--- config.mk ---
export PLATFORM = sky130hd
export DESIGN_NAME = select_with_edge_falloff_unit
export DESIGN_NICKNAME = d
export VERILOG_FILES = /design/src/rtl/core/swef_pkg.sv /design/src/rtl/core/select_with_edge_falloff_unit.sv /design/src/rtl/core/swef_cfg.sv /design/src/rtl/core/swef_div.sv /design/src/rtl/core/swef_blend.sv /design/src/rtl/core/swef_ofifo.sv
export VERILOG_INCLUDE_DIRS = /design/src /design/src/rtl/core
export SDC_FILE = /design/constraint.sdc
export NUM_CORES = 2
export LEC_CHECK = 0
export ABC_CLOCK_PERIOD_IN_PS = 38700
export BUFFER_PORTS_ARGS = -buffer_cell sky130_fd_sc_hd__buf_4
export CAP_MARGIN = 0
export CELL_PAD_IN_SITES_DETAIL_PLACEMENT = 0
export CELL_PAD_IN_SITES_GLOBAL_PLACEMENT = 2
export CORE_UTILIZATION = 47
export DETAILED_ROUTE_END_ITERATION = 8
export PLACE_DENSITY_LB_ADDON = 0.15
export SETUP_SLACK_MARGIN = 0.4
export SLEW_MARGIN = 10
export SYNTH_ARGS = -nofsm -noshare
export SYNTH_HDL_FRONTEND = slang
export SYNTH_SLANG_ARGS = --single-unit
--- constraint.sdc ---
create_clock -name i_clk -period 38.7 [get_ports i_clk]
set_input_delay 1.935 -clock i_clk [delete_from_list [all_inputs] [get_ports i_clk]]
set_output_delay 1.935 -clock i_clk [all_outputs]
set_load 0.02 [all_outputs]
--- src/rtl/core/assert_macros.svh ---
// assertion macros shared by the rtl/core files
// no dependencies; taken in by `include where assertions are written
`ifndef ASSERT_MACROS_SVH
`define ASSERT_MACROS_SVH

`ifndef SYNTH

// property holds at every clock edge outside reset
`define ASSERT_ALWAYS(lbl, clk, rstn, prop) \
    lbl: assert property (@(posedge clk) disable iff (!rstn) (prop)) \
        else $error("assertion failed");

// consequent holds in the same cycle as the antecedent
`define ASSERT_IMPLY(lbl, clk, rstn, ante, cons) \
    lbl: assert property (@(posedge clk) disable iff (!rstn) (ante) |-> (cons)) \
        else $error("assertion failed");

`else

`define ASSERT_ALWAYS(lbl, clk, rstn, prop)
`define ASSERT_IMPLY(lbl, clk, rstn, ante, cons)

`endif

`endif

--- src/rtl/core/swef_pkg.sv ---
// shared types, widths and register codes for the select-with-falloff block
// no dependencies
`timescale 1ns / 1ps

package swef_pkg;

    // sample format: signed fixed point with FRAC_BITS fraction bits
    localparam int SAMPLE_W  = 18;
    localparam int FRAC_BITS = 14;
    localparam int ONE_FX    = 1 << FRAC_BITS;

    // derived widths of the blend path
    localparam int THR_W = FRAC_BITS + 3;
    localparam int DEN_W = FRAC_BITS + 1;
    localparam int REM_W = FRAC_BITS + 2;

    // divider pipeline shape
    localparam int DIV_STEPS_PER_STAGE = 2;
    localparam int DIV_STAGES          = FRAC_BITS / DIV_STEPS_PER_STAGE;

    // configuration register indexes
    localparam int CFG_IDX_W = 2;
    localparam logic [CFG_IDX_W-1:0] CFG_LOWER   = 2'd0;
    localparam logic [CFG_IDX_W-1:0] CFG_UPPER   = 2'd1;
    localparam logic [CFG_IDX_W-1:0] CFG_FALLOFF = 2'd2;

    typedef logic signed [SAMPLE_W-1:0] t_sample;
    typedef logic signed [THR_W-1:0]    t_thr;
    typedef logic [FRAC_BITS-1:0]       t_frac;
    typedef logic [DEN_W-1:0]           t_den;
    typedef logic [REM_W-1:0]           t_rem;

    // register reset values
    localparam t_sample RST_LOWER   = t_sample'(4915);
    localparam t_sample RST_UPPER   = t_sample'(16384);
    localparam t_sample RST_FALLOFF = t_sample'(4096);

    // blend endpoints: result = x + (y - x) * s
    typedef struct packed {
        t_sample x;
        t_sample y;
    } t_pair;

    // band settings worked out from the registers
    typedef struct packed {
        t_sample lo;
        t_sample hi;
        logic    hard;
        t_thr    lo_me;
        t_thr    lo_pe;
        t_thr    hi_me;
        t_thr    hi_pe;
        t_den    den;
    } t_cfg;

endpackage

--- src/rtl/core/select_with_edge_falloff_unit.sv ---
// Select with edge falloff: each item carries a control sample and two source samples
// (signed Q3.14) and gives one selected sample. Outside the band the result is source A,
// inside it source B, and within the falloff distance of either edge the two are blended
// with the s-curve 3t^2 - 2t^3. One item is accepted per cycle while o_ready is high.
// Items pass through the input and classify stages, the seven-stage divider that finds
// the blend position (two quotient bits per stage) and the five multiply/round stages
// of the blend. A two-entry result queue sits at the output; input ready drops only while
// that queue is full and the last pipeline stage holds an item. A configuration write
// applies to items accepted from the next cycle on, and to a stalled input-stage item.
// Depends on swef_pkg, swef_cfg, swef_div, swef_blend, swef_ofifo and assert_macros.svh.
`timescale 1ns / 1ps
`include "assert_macros.svh"

module select_with_edge_falloff_unit
    import swef_pkg::*;
(
    input  logic                 i_clk,
    input  logic                 i_rst_n,
    // configuration
    input  logic                 i_cfg_we,
    input  logic [CFG_IDX_W-1:0] i_cfg_idx,
    input  t_sample              i_cfg_wdata,
    // input items
    input  logic                 i_valid,
    output logic                 o_ready,
    input  t_sample              i_control_value,
    input  t_sample              i_source_a,
    input  t_sample              i_source_b,
    // result items
    output logic                 o_valid,
    input  logic                 i_ready,
    output t_sample              o_selected_value
);

    t_cfg    w_cfg;
    logic    w_en;
    logic    w_full;
    logic    w_div_vld;
    t_frac   w_div_quo;
    t_pair   w_div_pair;
    logic    w_blend_vld;
    t_sample w_blend_value;

    logic    r_s1_vld;
    t_sample r_s1_c;
    t_sample r_s1_a;
    t_sample r_s1_b;

    logic    r_s2_vld;
    t_frac   r_s2_num;
    t_den    r_s2_den;
    t_pair   r_s2_pair;

    t_frac                    n_s2_num;
    t_pair                    n_s2_pair;
    logic signed [SAMPLE_W:0] w_off_lo;
    logic signed [SAMPLE_W:0] w_off_hi;

    // configuration registers
    swef_cfg u_cfg (
        .i_clk       (i_clk),
        .i_rst_n     (i_rst_n),
        .i_cfg_we    (i_cfg_we),
        .i_cfg_idx   (i_cfg_idx),
        .i_cfg_wdata (i_cfg_wdata),
        .o_cfg       (w_cfg)
    );

    // pipeline advances unless the last stage is blocked by a full queue
    assign w_en    = !w_blend_vld || !w_full;
    assign o_ready = w_en;

    // input stage
    always_ff @(posedge i_clk) begin
        if (!i_rst_n) begin
            r_s1_vld <= 1'b0;
        end else if (w_en) begin
            r_s1_vld <= i_valid;
        end
    end

    always_ff @(posedge i_clk) begin
        if (w_en) begin
            r_s1_c <= i_control_value;
            r_s1_a <= i_source_a;
            r_s1_b <= i_source_b;
        end
    end

    // classify the control sample against the band and its falloff zones
    always_comb begin
        w_off_lo  = (SAMPLE_W+1)'(r_s1_c) - (SAMPLE_W+1)'($signed(w_cfg.lo_me));
        w_off_hi  = (SAMPLE_W+1)'(r_s1_c) - (SAMPLE_W+1)'($signed(w_cfg.hi_me));
        n_s2_num  = '0;
        n_s2_pair = '{x: r_s1_a, y: r_s1_a};
        if (w_cfg.hard) begin
            if (r_s1_c < $signed(w_cfg.lo) || r_s1_c > $signed(w_cfg.hi)) begin
                n_s2_pair = '{x: r_s1_a, y: r_s1_a};
            end else begin
                n_s2_pair = '{x: r_s1_b, y: r_s1_b};
            end
        end else if (r_s1_c < $signed(w_cfg.lo_me)) begin
            n_s2_pair = '{x: r_s1_a, y: r_s1_a};
        end else if (r_s1_c < $signed(w_cfg.lo_pe)) begin
            n_s2_pair = '{x: r_s1_a, y: r_s1_b};
            n_s2_num  = w_off_lo[FRAC_BITS-1:0];
        end else if (r_s1_c < $signed(w_cfg.hi_me)) begin
            n_s2_pair = '{x: r_s1_b, y: r_s1_b};
        end else if (r_s1_c < $signed(w_cfg.hi_pe)) begin
            n_s2_pair = '{x: r_s1_b, y: r_s1_a};
            n_s2_num  = w_off_hi[FRAC_BITS-1:0];
        end else begin
            n_s2_pair = '{x: r_s1_a, y: r_s1_a};
        end
    end

    always_ff @(posedge i_clk) begin
        if (!i_rst_n) begin
            r_s2_vld <= 1'b0;
        end else if (w_en) begin
            r_s2_vld <= r_s1_vld;
        end
    end

    always_ff @(posedge i_clk) begin
        if (w_en) begin
            r_s2_num  <= n_s2_num;
            r_s2_den  <= w_cfg.den;
            r_s2_pair <= n_s2_pair;
        end
    end

    // blend position
    swef_div u_div (
        .i_clk   (i_clk),
        .i_rst_n (i_rst_n),
        .i_en    (w_en),
        .i_vld   (r_s2_vld),
        .i_num   (r_s2_num),
        .i_den   (r_s2_den),
        .i_pair  (r_s2_pair),
        .o_vld   (w_div_vld),
        .o_quo   (w_div_quo),
        .o_pair  (w_div_pair)
    );

    // s-curve weight and blend
    swef_blend u_blend (
        .i_clk   (i_clk),
        .i_rst_n (i_rst_n),
        .i_en    (w_en),
        .i_vld   (w_div_vld),
        .i_t     (w_div_quo),
        .i_pair  (w_div_pair),
        .o_vld   (w_blend_vld),
        .o_value (w_blend_value)
    );

    // result queue
    swef_ofifo u_ofifo (
        .i_clk   (i_clk),
        .i_rst_n (i_rst_n),
        .i_push  (w_blend_vld && w_en),
        .i_data  (w_blend_value),
        .o_full  (w_full),
        .o_valid (o_valid),
        .i_ready (i_ready),
        .o_data  (o_selected_value)
    );

    // a soft edge always has a nonzero divisor
    `ASSERT_IMPLY(a_soft_den_nonzero, i_clk, i_rst_n, !w_cfg.hard, w_cfg.den != '0)

    // falloff zones are ordered along the control axis
    `ASSERT_IMPLY(a_zone_order, i_clk, i_rst_n, !w_cfg.hard,
        ($signed(w_cfg.lo_me) < $signed(w_cfg.lo_pe)) &&
        ($signed(w_cfg.lo_pe) <= $signed(w_cfg.hi_me)) &&
        ($signed(w_cfg.hi_me) < $signed(w_cfg.hi_pe)))

    // a real blend enters the divider with a position below one
    `ASSERT_IMPLY(a_num_below_den, i_clk, i_rst_n,
        r_s2_vld && (r_s2_pair.x != r_s2_pair.y), r_s2_num < r_s2_den)

endmodule

--- src/rtl/core/swef_cfg.sv ---
// configuration registers and the band settings derived from them
// depends on swef_pkg
`timescale 1ns / 1ps

module swef_cfg
    import swef_pkg::*;
(
    input  logic                 i_clk,
    input  logic                 i_rst_n,
    input  logic                 i_cfg_we,
    input  logic [CFG_IDX_W-1:0] i_cfg_idx,
    input  t_sample              i_cfg_wdata,
    output t_cfg                 o_cfg
);

    // derived settings for the reset register values
    localparam t_cfg CFG_RESET = '{
        lo:    t_sample'(4915),
        hi:    t_sample'(16384),
        hard:  1'b0,
        lo_me: t_thr'(819),
        lo_pe: t_thr'(9011),
        hi_me: t_thr'(12288),
        hi_pe: t_thr'(20480),
        den:   t_den'(8192)
    };

    t_sample r_lower;
    t_sample r_upper;
    t_sample r_falloff;
    t_cfg    r_cfg;
    t_cfg    n_cfg;

    t_sample                   w_lo_s;
    t_sample                   w_hi_s;
    t_sample                   w_lo_c;
    t_sample                   w_hi_c;
    t_sample                   w_eff;
    logic signed [SAMPLE_W:0]  w_size;
    logic signed [SAMPLE_W:0]  w_e2;
    logic signed [SAMPLE_W:0]  w_e2_eff;
    logic signed [SAMPLE_W:0]  w_lo_me;
    logic signed [SAMPLE_W:0]  w_lo_pe;
    logic signed [SAMPLE_W:0]  w_hi_me;
    logic signed [SAMPLE_W:0]  w_hi_pe;

    // register writes
    always_ff @(posedge i_clk) begin
        if (!i_rst_n) begin
            r_lower   <= RST_LOWER;
            r_upper   <= RST_UPPER;
            r_falloff <= RST_FALLOFF;
        end else if (i_cfg_we) begin
            case (i_cfg_idx)
                CFG_LOWER:   r_lower   <= i_cfg_wdata;
                CFG_UPPER:   r_upper   <= i_cfg_wdata;
                CFG_FALLOFF: r_falloff <= i_cfg_wdata;
                default: ;
            endcase
        end
    end

    // order and clamp the bounds, limit the falloff to half the band
    always_comb begin
        w_lo_s = (r_lower > r_upper) ? r_upper : r_lower;
        w_hi_s = (r_lower > r_upper) ? r_lower : r_upper;
        w_hi_c = (w_hi_s > t_sample'(ONE_FX)) ? t_sample'(ONE_FX) : w_hi_s;
        w_lo_c = (w_lo_s < 0) ? t_sample'(0) : w_lo_s;
        w_size = (SAMPLE_W+1)'(w_hi_c) - (SAMPLE_W+1)'(w_lo_c);
        w_e2   = (SAMPLE_W+1)'(r_falloff) <<< 1;
        if (w_e2 > w_size) begin
            w_eff = (w_size >= 0) ? t_sample'(w_size >>> 1) : t_sample'(-1);
        end else begin
            w_eff = r_falloff;
        end
        w_e2_eff = (SAMPLE_W+1)'(w_eff) <<< 1;
        w_lo_me  = (SAMPLE_W+1)'(w_lo_c) - (SAMPLE_W+1)'(w_eff);
        w_lo_pe  = (SAMPLE_W+1)'(w_lo_c) + (SAMPLE_W+1)'(w_eff);
        w_hi_me  = (SAMPLE_W+1)'(w_hi_c) - (SAMPLE_W+1)'(w_eff);
        w_hi_pe  = (SAMPLE_W+1)'(w_hi_c) + (SAMPLE_W+1)'(w_eff);

        n_cfg.lo    = w_lo_c;
        n_cfg.hi    = w_hi_c;
        n_cfg.hard  = (w_eff <= 0);
        n_cfg.lo_me = w_lo_me[THR_W-1:0];
        n_cfg.lo_pe = w_lo_pe[THR_W-1:0];
        n_cfg.hi_me = w_hi_me[THR_W-1:0];
        n_cfg.hi_pe = w_hi_pe[THR_W-1:0];
        n_cfg.den   = w_e2_eff[DEN_W-1:0];
    end

    // settings follow the registers in the next cycle
    always_ff @(posedge i_clk) begin
        if (!i_rst_n) begin
            r_cfg <= CFG_RESET;
        end else begin
            r_cfg <= n_cfg;
        end
    end

    assign o_cfg = r_cfg;

endmodule

--- src/rtl/core/swef_div.sv ---
// pipelined restoring divider for the blend position t = (n << FRAC_BITS) / den
// depends on swef_pkg; two quotient bits per stage
`timescale 1ns / 1ps

module swef_div
    import swef_pkg::*;
(
    input  logic  i_clk,
    input  logic  i_rst_n,
    input  logic  i_en,
    input  logic  i_vld,
    input  t_frac i_num,
    input  t_den  i_den,
    input  t_pair i_pair,
    output logic  o_vld,
    output t_frac o_quo,
    output t_pair o_pair
);

    typedef struct packed {
        t_rem  rem;
        t_frac quo;
        t_den  den;
        t_pair pair;
    } t_div_lane;

    // a few shift-compare-subtract steps of the division
    function automatic t_div_lane div_step(t_div_lane lane);
        t_div_lane nxt;
        t_rem      sh;
        nxt = lane;
        for (int k = 0; k < DIV_STEPS_PER_STAGE; k++) begin
            sh = {nxt.rem[REM_W-2:0], 1'b0};
            if (sh >= t_rem'(nxt.den)) begin
                nxt.rem = sh - t_rem'(nxt.den);
                nxt.quo = {nxt.quo[FRAC_BITS-2:0], 1'b1};
            end else begin
                nxt.rem = sh;
                nxt.quo = {nxt.quo[FRAC_BITS-2:0], 1'b0};
            end
        end
        return nxt;
    endfunction

    logic [DIV_STAGES-1:0] r_vld;
    t_div_lane             w_lane_in [DIV_STAGES];
    t_div_lane             n_lane    [DIV_STAGES];
    t_div_lane             r_lane    [DIV_STAGES];

    // stage inputs: the item for the first, the previous stage for the rest
    assign w_lane_in[0] = '{rem: t_rem'(i_num), quo: '0, den: i_den, pair: i_pair};
    for (genvar g = 1; g < DIV_STAGES; g++) begin : g_link
        assign w_lane_in[g] = r_lane[g-1];
    end

    for (genvar g = 0; g < DIV_STAGES; g++) begin : g_step
        assign n_lane[g] = div_step(w_lane_in[g]);
    end

    // valid bits
    always_ff @(posedge i_clk) begin
        if (!i_rst_n) begin
            r_vld <= '0;
        end else if (i_en) begin
            r_vld <= {r_vld[DIV_STAGES-2:0], i_vld};
        end
    end

    // stage registers
    always_ff @(posedge i_clk) begin
        if (i_en) begin
            r_lane <= n_lane;
        end
    end

    assign o_vld  = r_vld[DIV_STAGES-1];
    assign o_quo  = r_lane[DIV_STAGES-1].quo;
    assign o_pair = r_lane[DIV_STAGES-1].pair;

endmodule

--- src/rtl/core/swef_blend.sv ---
// s-curve weight 3t^2 - 2t^3 and the rounded, saturated blend of two samples
// depends on swef_pkg; five register stages
`timescale 1ns / 1ps

module swef_blend
    import swef_pkg::*;
(
    input  logic    i_clk,
    input  logic    i_rst_n,
    input  logic    i_en,
    input  logic    i_vld,
    input  t_frac   i_t,
    input  t_pair   i_pair,
    output logic    o_vld,
    output t_sample o_value
);

    localparam int STAGES = 5;
    localparam int TSQ_W  = 2 * FRAC_BITS;
    localparam int K_W    = FRAC_BITS + 2;
    localparam int P_W    = TSQ_W + K_W;
    localparam int S_W    = FRAC_BITS + 1;
    localparam int DIFF_W = SAMPLE_W + 1;
    localparam int PROD_W = DIFF_W + S_W + 1;

    localparam logic [P_W-1:0]           P_HALF    = P_W'(1) << (2 * FRAC_BITS - 1);
    localparam logic signed [PROD_W-1:0] PROD_HALF = PROD_W'(1) <<< (FRAC_BITS - 1);
    localparam logic signed [PROD_W-1:0] SAT_HI    = PROD_W'((1 << (SAMPLE_W - 1)) - 1);
    localparam logic signed [PROD_W-1:0] SAT_LO    = -(PROD_W'(1) <<< (SAMPLE_W - 1));

    logic [STAGES-1:0] r_vld;

    logic [TSQ_W-1:0]           r_tsq;
    logic [K_W-1:0]             r_k;
    logic signed [DIFF_W-1:0]   r1_diff;
    t_sample                    r1_x;
    logic [P_W-1:0]             r_p;
    logic signed [DIFF_W-1:0]   r2_diff;
    t_sample                    r2_x;
    logic [S_W-1:0]             r_s;
    logic signed [DIFF_W-1:0]   r3_diff;
    t_sample                    r3_x;
    logic signed [PROD_W-1:0]   r_prod;
    t_sample                    r4_x;
    t_sample                    r_out;

    logic [P_W-1:0]             w_p_rnd;
    logic signed [PROD_W-1:0]   w_prod_rnd;
    logic signed [PROD_W-1:0]   w_shift;
    logic signed [PROD_W-1:0]   w_x_ext;
    logic signed [PROD_W-1:0]   w_sum;
    t_sample                    n_out;

    // valid bits
    always_ff @(posedge i_clk) begin
        if (!i_rst_n) begin
            r_vld <= '0;
        end else if (i_en) begin
            r_vld <= {r_vld[STAGES-2:0], i_vld};
        end
    end

    // weight rounding and final add with saturation
    always_comb begin
        w_p_rnd    = r_p + P_HALF;
        w_prod_rnd = r_prod + PROD_HALF;
        w_shift    = w_prod_rnd >>> FRAC_BITS;
        w_x_ext    = PROD_W'(r4_x);
        w_sum      = w_shift + w_x_ext;
        if (w_sum > SAT_HI) begin
            n_out = t_sample'(SAT_HI[SAMPLE_W-1:0]);
        end else if (w_sum < SAT_LO) begin
            n_out = t_sample'(SAT_LO[SAMPLE_W-1:0]);
        end else begin
            n_out = w_sum[SAMPLE_W-1:0];
        end
    end

    // stage registers
    always_ff @(posedge i_clk) begin
        if (i_en) begin
            // t squared, 3 - 2t and the sample difference
            r_tsq   <= TSQ_W'(i_t) * TSQ_W'(i_t);
            r_k     <= K_W'(3 * ONE_FX) - {1'b0, i_t, 1'b0};
            r1_diff <= DIFF_W'(i_pair.y) - DIFF_W'(i_pair.x);
            r1_x    <= i_pair.x;
            // cubic numerator
            r_p     <= P_W'(r_tsq) * P_W'(r_k);
            r2_diff <= r1_diff;
            r2_x    <= r1_x;
            // weight rounded half up
            r_s     <= w_p_rnd[2*FRAC_BITS +: S_W];
            r3_diff <= r2_diff;
            r3_x    <= r2_x;
            // weighted difference
            r_prod  <= PROD_W'(r3_diff) * $signed({1'b0, r_s});
            r4_x    <= r3_x;
            // result
            r_out   <= n_out;
        end
    end

    assign o_vld   = r_vld[STAGES-1];
    assign o_value = r_out;

endmodule

--- src/rtl/core/swef_ofifo.sv ---
// two-entry result queue between the pipeline and the output channel
// depends on swef_pkg
`timescale 1ns / 1ps

module swef_ofifo
    import swef_pkg::*;
(
    input  logic    i_clk,
    input  logic    i_rst_n,
    input  logic    i_push,
    input  t_sample i_data,
    output logic    o_full,
    output logic    o_valid,
    input  logic    i_ready,
    output t_sample o_data
);

    localparam int DEPTH = 2;
    localparam int PTR_W = $clog2(DEPTH);
    localparam int CNT_W = $clog2(DEPTH + 1);

    t_sample            r_mem [DEPTH];
    logic [PTR_W-1:0]   r_wp;
    logic [PTR_W-1:0]   r_rp;
    logic [CNT_W-1:0]   r_cnt;
    logic               w_pop;

    assign w_pop = o_valid && i_ready;

    // pointers and fill count
    always_ff @(posedge i_clk) begin
        if (!i_rst_n) begin
            r_wp  <= '0;
            r_rp  <= '0;
            r_cnt <= '0;
        end else begin
            if (i_push) begin
                r_wp <= r_wp + 1'b1;
            end
            if (w_pop) begin
                r_rp <= r_rp + 1'b1;
            end
            r_cnt <= r_cnt + CNT_W'(i_push) - CNT_W'(w_pop);
        end
    end

    // storage
    always_ff @(posedge i_clk) begin
        if (i_push) begin
            r_mem[r_wp] <= i_data;
        end
    end

    assign o_full  = (r_cnt == CNT_W'(DEPTH));
    assign o_valid = (r_cnt != '0);
    assign o_data  = r_mem[r_rp];

endmodule

# Word-level counts from Yosys, hierarchy flattened
# Memories as Yosys holds them, arrays and structs flattened. A register that Yosys moved wholly into a read port is not among the register bits.
# Index checks and enable logic that the tools add are counted.
# totals
n_memories	1
reg_bits	1119
mem_bits_rw	36
word_cells	188
inputBits	79
# mem_list
name	words	word_bits	rd	rd_ports_with_merged_regs	wr	line	text
u_ofifo.r_mem	2	18	1	1	1	swef_ofifo.sv:22	t_sample r_mem [DEPTH];
# classes
eq_ne	3
n_addsub	29
mux	34
order_cmp	28
mul	3
n_reduce_logical	12
# ops
op	n
$mux W29	13
$mux W36	6
$ge A16 B15 Y1	13
$sub A15 B15 Y15	13
$mux W18	7
$lt A18 B17 Y1	4
$add A43 B28 Y43 const B	1
$mul A28 B16 Y43	1
$mux W14	3
$sub A18 B18 Y19	2
$gt A18 B18 Y1	2
$add A35 B15 Y35 const B	1
$gt A35 B18 Y1 const B	1
$lt A35 B18 Y1 const B	1
$mul A19 B16 Y35	1
$add A17 B17 Y17	2
$sub A17 B17 Y17	2
$mul A14 B14 Y28	1
$sub A14 B14 Y14	2
$add A21 B18 Y22	1
$ge A19 B1 Y1 const B	1
$gt A19 B19 Y1	1
$gt A18 B16 Y1 const B	1
$le A18 B1 Y1 const B	1
17 further kinds	28

# Depth between registers and ports, before layout
# logic_depth
word_depth	9
mapped_depth	68

# Cells and area by module
# From an unflattened synthesis, not the netlist that was laid out.
# unflattened
cells_unflattened	8157
hier_area_um2	85492.0
# by_module_without_submodules
module	area_per_inst_um2	instances	cells_per_inst
swef_blend	38196.6	1	3780
swef_div	26663.1	1	2161
swef_cfg	11427.2	1	1472
select_with_edge_falloff_unit	7617.3	1	665
swef_ofifo	1587.8	1	79

# Worst setup path after synthesis
# No wires, ideal clock.
# synth_timing
path_kind	register to output
startpoint	register u_ofifo.r_cnt[0]
endpoint	output port o_ready
path_buffers	1
t_required_ns	36.765
stages_incl_launch_ff	5
t_arrival_ns	23.446
slack_ns	13.319
cell_sequence	dfxtp_1 > nand2b_1 > nor2_1 > inv_1 > clkbuf_1
# synth_via
elab_chain_len	3
# synth_lines
element	line	text
start: declaration	swef_ofifo.sv:25	logic [CNT_W-1:0] r_cnt;
start signal: assignment	swef_ofifo.sv:43	r_cnt <= r_cnt + CNT_W'(i_push) - CNT_W'(w_pop);
$eq A2 B2 Y1	swef_ofifo.sv:54	assign o_full = (r_cnt == CNT_W'(DEPTH));
$logic_not A1 Y1	select_with_edge_falloff_unit.sv:70	assign w_en = !w_blend_vld || !w_full;
$logic_or A1 B1 Y1	select_with_edge_falloff_unit.sv:70	
end: declaration	select_with_edge_falloff_unit.sv:25	output logic o_ready,
# Every way passes these cells.

==> flow_summary_export.csv <==
group,metric,value,unit
outcome,status,"finished, final reports clean",
floorplanning,dieArea,0.1747,sq mm
yosys,syn_nets,9241,
timing,relSlewSlack,0.1908,
min_path,hold_path_depth,0,
cts,cts-root-buf,"clkbuf_16",
cts,cts_buffer_depth,3,
global_routing,met2_usage,0.4040,
yosys,avgSynthCellArea,10.59,sq um
min_path,holdPathEnd,"u_div.r_lane[218]",
floorplanning,core,0.1717,sq mm
global_routing,grtUsageMet1,0.3166,
setup_path,crit_slowest_cell,"nor3_4",
setup_path,reg2reg_slack,25.81,ns
detailed_routing,drc,0,
timing,fin_skew,0.08069,ns
detailed_routing,viasPerCell,5.250,
timing,final.setup.tns,0,ns
global_routing,antenna_found_initial,8,
floorplanning,fp.dieH,417.9,um
yosys,seq_area_frac_synth,0.3682,
timing,worstMarginPinSlew,1.203,ns
detailed_routing,initialDrtViolationCount,3210,
setup_path,max_stage_delay,0.63,ns
cts,cts_resized,0,
timing,min_period,12.89,ns
cts,path_clk_slew,0.06,ns
detailed_routing,wl_per_cell,19.83,um
setup_path,reg2reg_to,"u_cfg.o_cfg[82]",
final_layout,register_area,0.02994,sq mm
global_routing,grt_pass1_vias,55590,
cts,cts_tree,"built",
timing,rsz0062_at_grt,"no",
setup_path,start_kind,"flop",
detailed_routing,ant_nets,0,
yosys,async_flop_share,0,
setup_path,critical_path_class,"reg -> reg",
setup_path,cp.arrival,13.52,ns
yosys,synthesis.area,0.08131,sq mm
setup_path,cp_common_cell,"nor2_1",
min_path,min_from,"u_div.r_lane[297]",
timing,setup_violations,0,
detailed_routing,vias,53220,
global_routing,grtUsageTotal,0.2354,
floorplanning,row_count,152,
job,cap_viol_max_count,0,
yosys,synth-seq-cells,1060,
cts,cts_hold_buf,0,
placed_design,portBuffers,98,
global_routing,grtUsageMet3,0.02611,
min_path,min_path_type,"reg -> reg",
timing,maxSlewViolCount,0,
final_layout,fillCellCount,15540,
final_layout,syn2layout_area_growth,8.887,%
final_layout,multi_input_area,0.04608,sq mm
placed_design,dp_hpwl,153.1,mm
yosys,syn-instance-count,7681,
cts,h-tree-depth,3,
final_layout,drive_above_1_share,0.06806,
global_routing,grt_max_degree,190,
timing,max_freq,0.07757,GHz
yosys,yosys.cell_types.count,107,
timing,finalHoldViolations,0,
yosys,yosys_warnings,0,
yosys,synth_edf_count,871,
cts,clock-sinks,1060,
global_routing,grt_overflow,0,
setup_path,path_max_fanout,40,
global_routing,grt_pass1_wl,318.6,mm
placed_design,place.gp.congestion,0.8547,
detailed_routing,routed_wl,201.1,mm
timing,holdWs,0.3920,ns
floorplanning,io_pins,99,
global_routing,top_usage_layer,"met2",
cts,cts_made_buffers,114,
final_layout,mostFrequentLayoutCell,"inv_1",
floorplanning,start_util,0.4734,
cts,post_cts_buffers,0,
yosys,ys.flop_type,"edfxtp_1",
setup_path,r2r_start,"u_cfg.r_upper[9]",
detailed_routing,dr.pass1.iters,5,
setup_path,rr_worst_depth,57,
floorplanning,die_w,417.9,um
final_layout,layout.nets,9277,
setup_path,setup.worst_path.end_class,"flop",
final_layout,most-common-layout-cells,"inv_1, edfxtp_1, nand2_1, ha_1, fa_1",
timing,fin_crit_sh,0.3331,
setup_path,cp.required,39.33,ns
cts,clk-insertion-delay-late,0.78,ns
metal layers:
layer / wire length (um) / up-vias / share of wire
met5: 0 / - / 0
met4: 5021 / 0 / 0.025
met3: 6312 / 232 / 0.031
met2: 98420 / 794 / 0.49
met1: 91300 / 26530 / 0.45
li1: - / 25670 / -
critical path: cells and delay by family, from the launching register on:
family          cells  cell delay (ns)
compound gates     24             5.28
xor+xnor            2             0.33
fa+ha+maj           6             2.11
buf+inv             5             1.11
flops               1             0.62
simple gates       20             3.29
cells by family after synthesis:
family | Yosys count | synth area share
and+or+nand+nor | 2153 | 0.1263
buffers and inverters | 1411 | 0.06546
DFF | 1060 | 0.3682
AOI/OAI and AO/OA | 1119 | 0.09029
adders and majority gates | 1484 | 0.2965
xor gates and xnor gates | 313 | 0.03405
muxes | 141 | 0.01916
sequential cells by signal, summed over array words and instances (netlist names), 22 cells and up, named ones only:
| register | flops |
|---|---|
| u_blend.r_prod | 22 |
| u_blend.r_tsq | 27 |
| r_s2_pair | 36 |
| u_div.o_pair | 36 |
| u_ofifo.r_mem | 36 |
| u_cfg.o_cfg | 116 |
| u_div.n_lane | 300 |
| u_div.r_lane | 126 |
synthesized netlist by cell type (all sizes together), types with 22 or more instances:
| library cell | count | area share |
|---|---|---|
| o21bai | 44 | 0.0041 |
| nand4 | 57 | 0.0046 |
| nor2b | 72 | 0.0055 |
| nand3 | 74 | 0.0046 |
| nor2 | 419 | 0.019 |
| o31ai | 60 | 0.0057 |
| a21o | 160 | 0.015 |
| xor2 | 101 | 0.011 |
| ha | 742 | 0.11 |
| a21oi | 302 | 0.019 |
| buf | 25 | 0.0015 |
| mux2i | 27 | 0.0034 |
| and2 | 377 | 0.029 |
| o21a | 72 | 0.0066 |
| mux2 | 114 | 0.016 |
| edfxtp | 871 | 0.32 |
| a31oi | 33 | 0.0031 |
| nor3 | 79 | 0.0051 |
| o21ai | 249 | 0.015 |
| nand2 | 851 | 0.039 |
| xnor2 | 210 | 0.023 |
| dfxtp | 189 | 0.047 |
| inv | 1164 | 0.054 |
| nand2b | 84 | 0.0065 |
| o211ai | 25 | 0.0025 |
| fa | 739 | 0.18 |
| and3 | 37 | 0.0028 |
| clkbuf | 220 | 0.010 |
| nor4 | 22 | 0.0020 |
worst max path at each step:
stage / startpoint / end / slack (ns) / depth (start not counted)
floorplan: u_ofifo.r_cnt[0] / o_ready / 13.32 / 4
detailed placement: u_cfg.r_upper[9] / u_cfg.o_cfg[64] / 25.84 / 55
CTS: u_cfg.r_upper[9] / u_cfg.o_cfg[64] / 25.78 / 55
global placement: u_cfg.r_upper[9] / u_cfg.o_cfg[64] / 25.94 / 55
global route: u_cfg.r_upper[9] / u_cfg.o_cfg[64] / 24.67 / 55
finish: u_cfg.r_upper[9] / u_cfg.o_cfg[82] / 25.81 / 57
through the flow:
stage | setup WS [ns] | cells | area [sq um] | utilization
final | 25.81 | 10140 | 88530 | 0.5155
after global routing | 24.67 | 10130 | 88520 | 0.5155
after CTS | 25.78 | 10130 | 88510 | 0.5154
after detailed placement | 25.84 | 9911 | 84550 | 0.4923
after global placement | 25.94 | 9911 | 84550 | 0.4923
after floorplan | 13.32 | 7681 | 81310 | -
final cells by class:
| cell class | count | area share |
|---|---|---|
| diodes | 10 | 0.0002827 |
| clock buffers | 136 | 0.03362 |
| clock inverters | 80 | 0.01107 |
| inverters | 1166 | 0.04955 |
| multi-input cells | 5210 | 0.5205 |
| flip-flops and latches | 1060 | 0.3382 |
| well taps | 2310 | 0.03265 |
| repair buffers | 165 | 0.01413 |
Power is not shown: default switching activity piles up to over one toggle a cycle in this logic, so the estimate is an artifact.
